### src/chacha20_stream_xor_assert.svh
// ---------------------------------------------------------------------------
// chacha20_stream_xor_assert.svh
// Assertion macros shared by the stream XOR unit. Each macro expands to one
// labeled concurrent assertion clocked by clk and disabled in reset.
// ---------------------------------------------------------------------------
`ifndef CHACHA20_STREAM_XOR_ASSERT_SVH
`define CHACHA20_STREAM_XOR_ASSERT_SVH

// The consequent must hold in the same cycle as the antecedent.
`define CC20SX_ASSERT_NOW(lbl, ante, cons, msg) \
  lbl: assert property (@(posedge clk) disable iff (!rst_n) (ante) |-> (cons)) \
    else $error(msg);

// The consequent must hold in the cycle after the antecedent.
`define CC20SX_ASSERT_NEXT(lbl, ante, cons, msg) \
  lbl: assert property (@(posedge clk) disable iff (!rst_n) (ante) |=> (cons)) \
    else $error(msg);

`endif

### src/cc20sx_pkg.sv
// ---------------------------------------------------------------------------
// cc20sx_pkg
// Types, constants and helpers shared by the ChaCha20 stream XOR unit.
// ---------------------------------------------------------------------------
package cc20sx_pkg;

  // Field widths of the stream channels.
  localparam int DATA_W    = 64;
  localparam int CNT_W     = 4;
  localparam int CTR_W     = 32;
  localparam int REG_IDX_W = 3;
  localparam int CFG_W     = 64;

  // Configuration register indexes.
  localparam logic [REG_IDX_W-1:0] REG_KEY_0    = 3'd0;
  localparam logic [REG_IDX_W-1:0] REG_KEY_1    = 3'd1;
  localparam logic [REG_IDX_W-1:0] REG_KEY_2    = 3'd2;
  localparam logic [REG_IDX_W-1:0] REG_KEY_3    = 3'd3;
  localparam logic [REG_IDX_W-1:0] REG_NONCE_LO = 3'd4;
  localparam logic [REG_IDX_W-1:0] REG_NONCE_HI = 3'd5;

  // The "expand 32-byte k" constant words.
  localparam logic [31:0] SIGMA_0 = 32'h6170_7865;
  localparam logic [31:0] SIGMA_1 = 32'h3320_646e;
  localparam logic [31:0] SIGMA_2 = 32'h7962_2d32;
  localparam logic [31:0] SIGMA_3 = 32'h6b20_6574;

  // Sixteen-word cipher state, word 0 in the low bits.
  typedef logic [15:0][31:0] word16_t;

  // Operands of one quarter round.
  typedef struct packed {
    logic [31:0] a;
    logic [31:0] b;
    logic [31:0] c;
    logic [31:0] d;
  } qr_t;

  // Rotate left by a constant amount.
  function automatic logic [31:0] rotl(input logic [31:0] v, input int n);
    return (v << n) | (v >> (32 - n));
  endfunction

endpackage

### src/cc20sx_qr_lane.sv
// ---------------------------------------------------------------------------
// cc20sx_qr_lane
// One quarter-round lane. It performs half of a quarter round per cycle:
// the first half uses rotations of 16 and 12, the second half 8 and 7.
// ---------------------------------------------------------------------------
module cc20sx_qr_lane
  import cc20sx_pkg::*;
(
  input  qr_t  qr_in,
  input  logic second_half,
  output qr_t  qr_out
);

  logic [31:0] a_sum;
  logic [31:0] d_rot;
  logic [31:0] c_sum;
  logic [31:0] b_rot;

  // Two dependent add, xor and rotate steps.
  always_comb begin
    a_sum = qr_in.a + qr_in.b;
    d_rot = second_half ? rotl(qr_in.d ^ a_sum, 8) : rotl(qr_in.d ^ a_sum, 16);
    c_sum = qr_in.c + d_rot;
    b_rot = second_half ? rotl(qr_in.b ^ c_sum, 7) : rotl(qr_in.b ^ c_sum, 12);
  end

  assign qr_out = '{a: a_sum, b: b_rot, c: c_sum, d: d_rot};

endmodule

### src/cc20sx_core.sv
// ---------------------------------------------------------------------------
// cc20sx_core
// Keystream block generator. Four quarter-round lanes work on the columns
// or the diagonals of the state side by side, half a quarter round per
// cycle; a final stage adds the input state word by word.
// ---------------------------------------------------------------------------
module cc20sx_core
  import cc20sx_pkg::*;
#(
  parameter int DOUBLE_ROUNDS = 10
)
(
  input  logic    clk,
  input  logic    rst_n,
  input  logic    start,
  input  word16_t init_state,
  output logic    done,
  output word16_t block
);

  localparam int STEPS = 4 * DOUBLE_ROUNDS;
  localparam int RND_W = $clog2(STEPS);
  localparam logic [RND_W-1:0] RND_LAST = RND_W'(STEPS - 1);

  logic             busy_r;
  logic             fin_r;
  logic             done_r;
  logic [RND_W-1:0] rnd_r;
  word16_t          init_r;
  word16_t          work_r;
  word16_t          work_nxt;
  word16_t          block_r;
  qr_t [3:0]        lane_in;
  qr_t [3:0]        lane_out;
  logic             diag;

  // Step order per double round: column first half, column second half,
  // diagonal first half, diagonal second half.
  assign diag = rnd_r[1];

  // Route state words to the lanes.
  always_comb begin
    for (int l = 0; l < 4; l++) begin
      lane_in[l].a = work_r[l];
      lane_in[l].b = diag ? work_r[4 + ((l + 1) % 4)]  : work_r[4 + l];
      lane_in[l].c = diag ? work_r[8 + ((l + 2) % 4)]  : work_r[8 + l];
      lane_in[l].d = diag ? work_r[12 + ((l + 3) % 4)] : work_r[12 + l];
    end
  end

  for (genvar g = 0; g < 4; g++) begin : g_lane
    cc20sx_qr_lane u_lane (
      .qr_in       (lane_in[g]),
      .second_half (rnd_r[0]),
      .qr_out      (lane_out[g])
    );
  end

  // Write the lane results back to their words.
  always_comb begin
    work_nxt = work_r;
    for (int l = 0; l < 4; l++) begin
      work_nxt[l] = lane_out[l].a;
      if (diag) begin
        work_nxt[4 + ((l + 1) % 4)]  = lane_out[l].b;
        work_nxt[8 + ((l + 2) % 4)]  = lane_out[l].c;
        work_nxt[12 + ((l + 3) % 4)] = lane_out[l].d;
      end else begin
        work_nxt[4 + l]  = lane_out[l].b;
        work_nxt[8 + l]  = lane_out[l].c;
        work_nxt[12 + l] = lane_out[l].d;
      end
    end
  end

  // Sequencer control.
  always_ff @(posedge clk) begin
    if (!rst_n) begin
      busy_r <= 1'b0;
      fin_r  <= 1'b0;
      done_r <= 1'b0;
      rnd_r  <= '0;
    end else begin
      done_r <= fin_r;
      fin_r  <= 1'b0;
      if (start && !busy_r) begin
        busy_r <= 1'b1;
        rnd_r  <= '0;
      end else if (busy_r) begin
        rnd_r <= rnd_r + 1'b1;
        if (rnd_r == RND_LAST) begin
          busy_r <= 1'b0;
          fin_r  <= 1'b1;
        end
      end
    end
  end

  // State words and the final word-wise addition.
  always_ff @(posedge clk) begin
    if (start && !busy_r) begin
      init_r <= init_state;
      work_r <= init_state;
    end else if (busy_r) begin
      work_r <= work_nxt;
    end
    if (fin_r) begin
      for (int w = 0; w < 16; w++) begin
        block_r[w] <= work_r[w] + init_r[w];
      end
    end
  end

  assign done  = done_r;
  assign block = block_r;

endmodule

### config.mk
export PLATFORM = sky130hd
export DESIGN_NAME = cc20sx_core
export DESIGN_NICKNAME = d
export VERILOG_FILES = /design/src/chacha20_stream_xor_assert.svh /design/src/cc20sx_pkg.sv /design/src/cc20sx_qr_lane.sv /design/src/cc20sx_core.sv
export SDC_FILE = /design/constraint.sdc
export NUM_CORES = 2
export LEC_CHECK = 0
export BUFFER_PORTS_ARGS = -buffer_cell sky130_fd_sc_hd__buf_2
export CORE_UTILIZATION = 35
export CTS_CLUSTER_SIZE = 12
export DETAILED_ROUTE_END_ITERATION = 7
export PLACE_DENSITY = 0.57
export REMOVE_ABC_BUFFERS = 1
export SLEW_MARGIN = 20
export SYNTH_ARGS = -nofsm -noshare
export SYNTH_HDL_FRONTEND = slang
export SYNTH_SLANG_ARGS = --single-unit
export TNS_END_PERCENT = 30
### constraint.sdc
create_clock -name clk -period 15.33 [get_ports clk]
set_input_delay 0.7665 -clock clk [delete_from_list [all_inputs] [get_ports clk]]
set_output_delay 0.7665 -clock clk [all_outputs]
set_load 0.05 [all_outputs]
==> results.yml <==
clock_tree:
  postCtsSetupRepairBufs: 0
  tritoncts: "built"
  h_tree_level_count: 4
  hold_buffers: 4
  cts_inserted_buffers: 191
  cts_resized: 0
  insertion_delay_ns: 0.91
  ctsRootBufferMaster: "clkbuf_16"
  clk_transition_reported_paths_ns: 0.06
  numClockSinks: 1545
  clk_path_buf_depth: 4
critical_path:
  timing.critical_path.arrival_ns: 13.62
  crit_buf_inv: 4
  cp_max_fo: 44
  critPathMaxStageDelay_ns: 0.80
  setup.worst_path.end_class: "register"
  r2r-start: "rnd_r[1]$_SDFFE_PP0P_"
  setup.reg_to_reg.worst_slack_ns: 2.36
  worst_r2r_endpoint: "work_r[199]$_DFFE_PP_"
  worst-endpoint-required_ns: 15.98
  timing.critical_path.slowest_stage_cell: "dfxtp_4"
  category_of_the_worst_setup_path_launch_point: "register"
  cpLargestDelayFamily: "compound AO/OA/AOI/OAI gates"
  crit_type: "reg -> reg"
  worst_r2r_path_depth: 36
synthesis:
  yosys_warnings: 0
  yosysTopAreaCell: "edfxtp_1"
  synth-async-reset-ratio_pct: 0
  avgSynthCellArea_sq_um: 10.6
  synth_seq_cells: 1545
  synthTopCellsByArea: "edfxtp_1 (46%), ha_1 (9.3%), xnor2_1 (5.4%), mux2i_1 (5.0%), nand2_1 (3.5%)"
  post_synth_num_cell_types: 96
  postSynth.topFlopCell: "edfxtp_1"
  number_of_enable_flip_flop_cells_after_synthesis: 1536
  synth_area_sq_um: 99700
  yosysTopAreaCellShare_pct: 46.2
  seq_area_frac_synth_pct: 46.4
  synthCells: 9389
sta:
  maxSlewViolCount: 0
  fin_setup_tns_ns: 0
  fmax_mhz: 77.1
  hold_viol: 0
  finalSetupViolations: 0
  worst_slew_pin_slew_ns: 1.32
  slew-limit-headroom_pct: 11.8
  rsz0062_at_grt: "no"
  finClkSkew_ns: 0.0514
  final.period_utilization_pct: 84.6
  finalWorstPathRequiredPeriod_ns: 12.97
die:
  fp-row-count: 195
  core_area_sq_um: 283000
  dieHeight_um: 536
  fp.dieW_um: 536
  fp.dieArea_sq_um: 287000
  io-pin-count: 1028
  start_util_pct: 35.3
global_route:
  grt_util_met2_pct: 54.2
  grt_most_used_layer: "met2"
  global_route_wire_length_before_repair_um: 705000
  grt_pass1_vias: 78808
  grt_antenna_before_repair: 130
  global_route.overflow_total: 0
  groute.layer.met1.usage_pct: 50.8
  use_met3_pct: 7.48
  globalRouteTotalUtil_pct: 36.6
  grt_max_degree: 152
job:
  number_of_max_capacitance_violations_reported: 0
worst_hold_path:
  hold_path_depth: 1
  hold_path_class: "in -> reg"
  timing.hold.worst.start: "init_state[15]"
  hold-path-endpoint: "init_r[15]$_DFFE_PP_"
drt:
  detailroute.via_count: 85231
  routed_wirelength_normalized_by_instance_count_um: 37.6
  detailedRoute.firstIterationViolations: 11017
  route.final.wire_length_um: 544000
  drcViolationCount: 0
  postRouteAntennaNets: 0
  detail_route.vias_per_cell: 5.90
  dr.pass1.iters: 6
cells_and_area:
  drive_above_1_share_pct: 17.8
  multiInputGateArea_sq_um: 51500
  fill_cells: 27371
  nets: 11760
  area.growth.synth_to_final_pct: 16.8
  layout.cells.most_common_list: "edfxtp_1 (1536), buf_2 (1027), nand2_1 (924)"
  final_common_cell: "edfxtp_1"
  register_area_sq_um: 46300
placement:
  globalplace.congestion: 1.04
  io_buffer_count: 1027
  hpwlAfterDp_um: 453000
status:
  status: "completed"
## layer usage
layer  vias up  wire (um)  part of all wire [%]
met3       893      47800                   8.8
met4        46      30300                   5.6
met1     42612     236000                    43
met2      4768     230000                    42
li1      36912          -                     -
met5         -        282                 0.052
## cells by family after synthesis
| kind of cell | synth area share (%) |
|---|---|
| fa+ha+maj | 9.80 |
| xor+xnor | 8.33 |
| compound gates | 13.4 |
| flops | 46.4 |
| simple gates | 11.9 |
| buf+inv | 2.33 |
| mux | 7.86 |
## sequential cells by signal, summed over array words and instances, names as in the netlist
| signal | flops |
|---|---|
| block | 512 |
| lane_in | 128 |
| busy_r | 1 |
| rnd_r | 6 |
| work_r | 384 |
| done | 1 |
| fin_r | 1 |
| init_r | 512 |
## synth_stat cells, drive strengths merged (87+ instances only)
cell    number
edfxtp    1536
a21oi      686
o21ai      546
nand2b      90
nand3      181
mux2i      498
ha         741
a21boi      87
o21a        91
xnor2      612
xor2       303
inv        322
nand2      925
nor2       821
clkbuf     214
nor3       241
a21o       147
mux2       251
## through the flow
stage / hold WS (ns) / instances / setup WS (ns) / area [sq um] / util (%)
final: 0.0522 / 14455 / 2.36 / 116000 / 41.2
after global routing: 0.0221 / 14391 / 2.32 / 116000 / 41.1
after CTS: 0.00122 / 14369 / 3.08 / 116000 / 41.1
after detailed placement: 0.536 / 14026 / 3.11 / 110000 / 38.9
after global placement: 0.506 / 14026 / 3.27 / 110000 / 38.9
after floorplan: 0.479 / 9098 / -43.59 / 98600 / -
## layout make-up
class / instances / area share, %
antenna: 86 / 0.185
clock buffer: 232 / 4.27
clock inverter: 107 / 1.05
inverter: 323 / 1.06
multi-input combinational: 7230 / 44.2
sequential: 1545 / 39.8
tap: 3743 / 4.02
timing repair buffer: 1189 / 5.50
## worst register-to-register path: cells and delay by family (launching register included)
kind            cells  cell delay [ns]
mux                 1             0.43
flops               1             0.80
xor+xnor            4             2.16
fa+ha+maj           2             0.65
compound gates     18             5.45
simple gates        7             1.58
buf+inv             4             1.66
## how the worst max path moves through the flow
stage	startpoint	end	slack, ns	depth (start not counted)
floorplan	busy_r$_SDFF_PN0_	work_r[386]$_DFFE_PP_	-43.59	6
global placement	rnd_r[1]$_SDFFE_PP0P_	work_r[199]$_DFFE_PP_	3.27	35
detailed placement	rnd_r[1]$_SDFFE_PP0P_	work_r[199]$_DFFE_PP_	3.11	35
CTS	rnd_r[1]$_SDFFE_PP0P_	work_r[199]$_DFFE_PP_	3.08	35
global route	rnd_r[1]$_SDFFE_PP0P_	work_r[199]$_DFFE_PP_	2.32	36
finish	rnd_r[1]$_SDFFE_PP0P_	work_r[199]$_DFFE_PP_	2.36	36
Power is left out: the tool's default activity adds up to more than one toggle a clock period on the data nets, which glitch-free logic cannot reach.
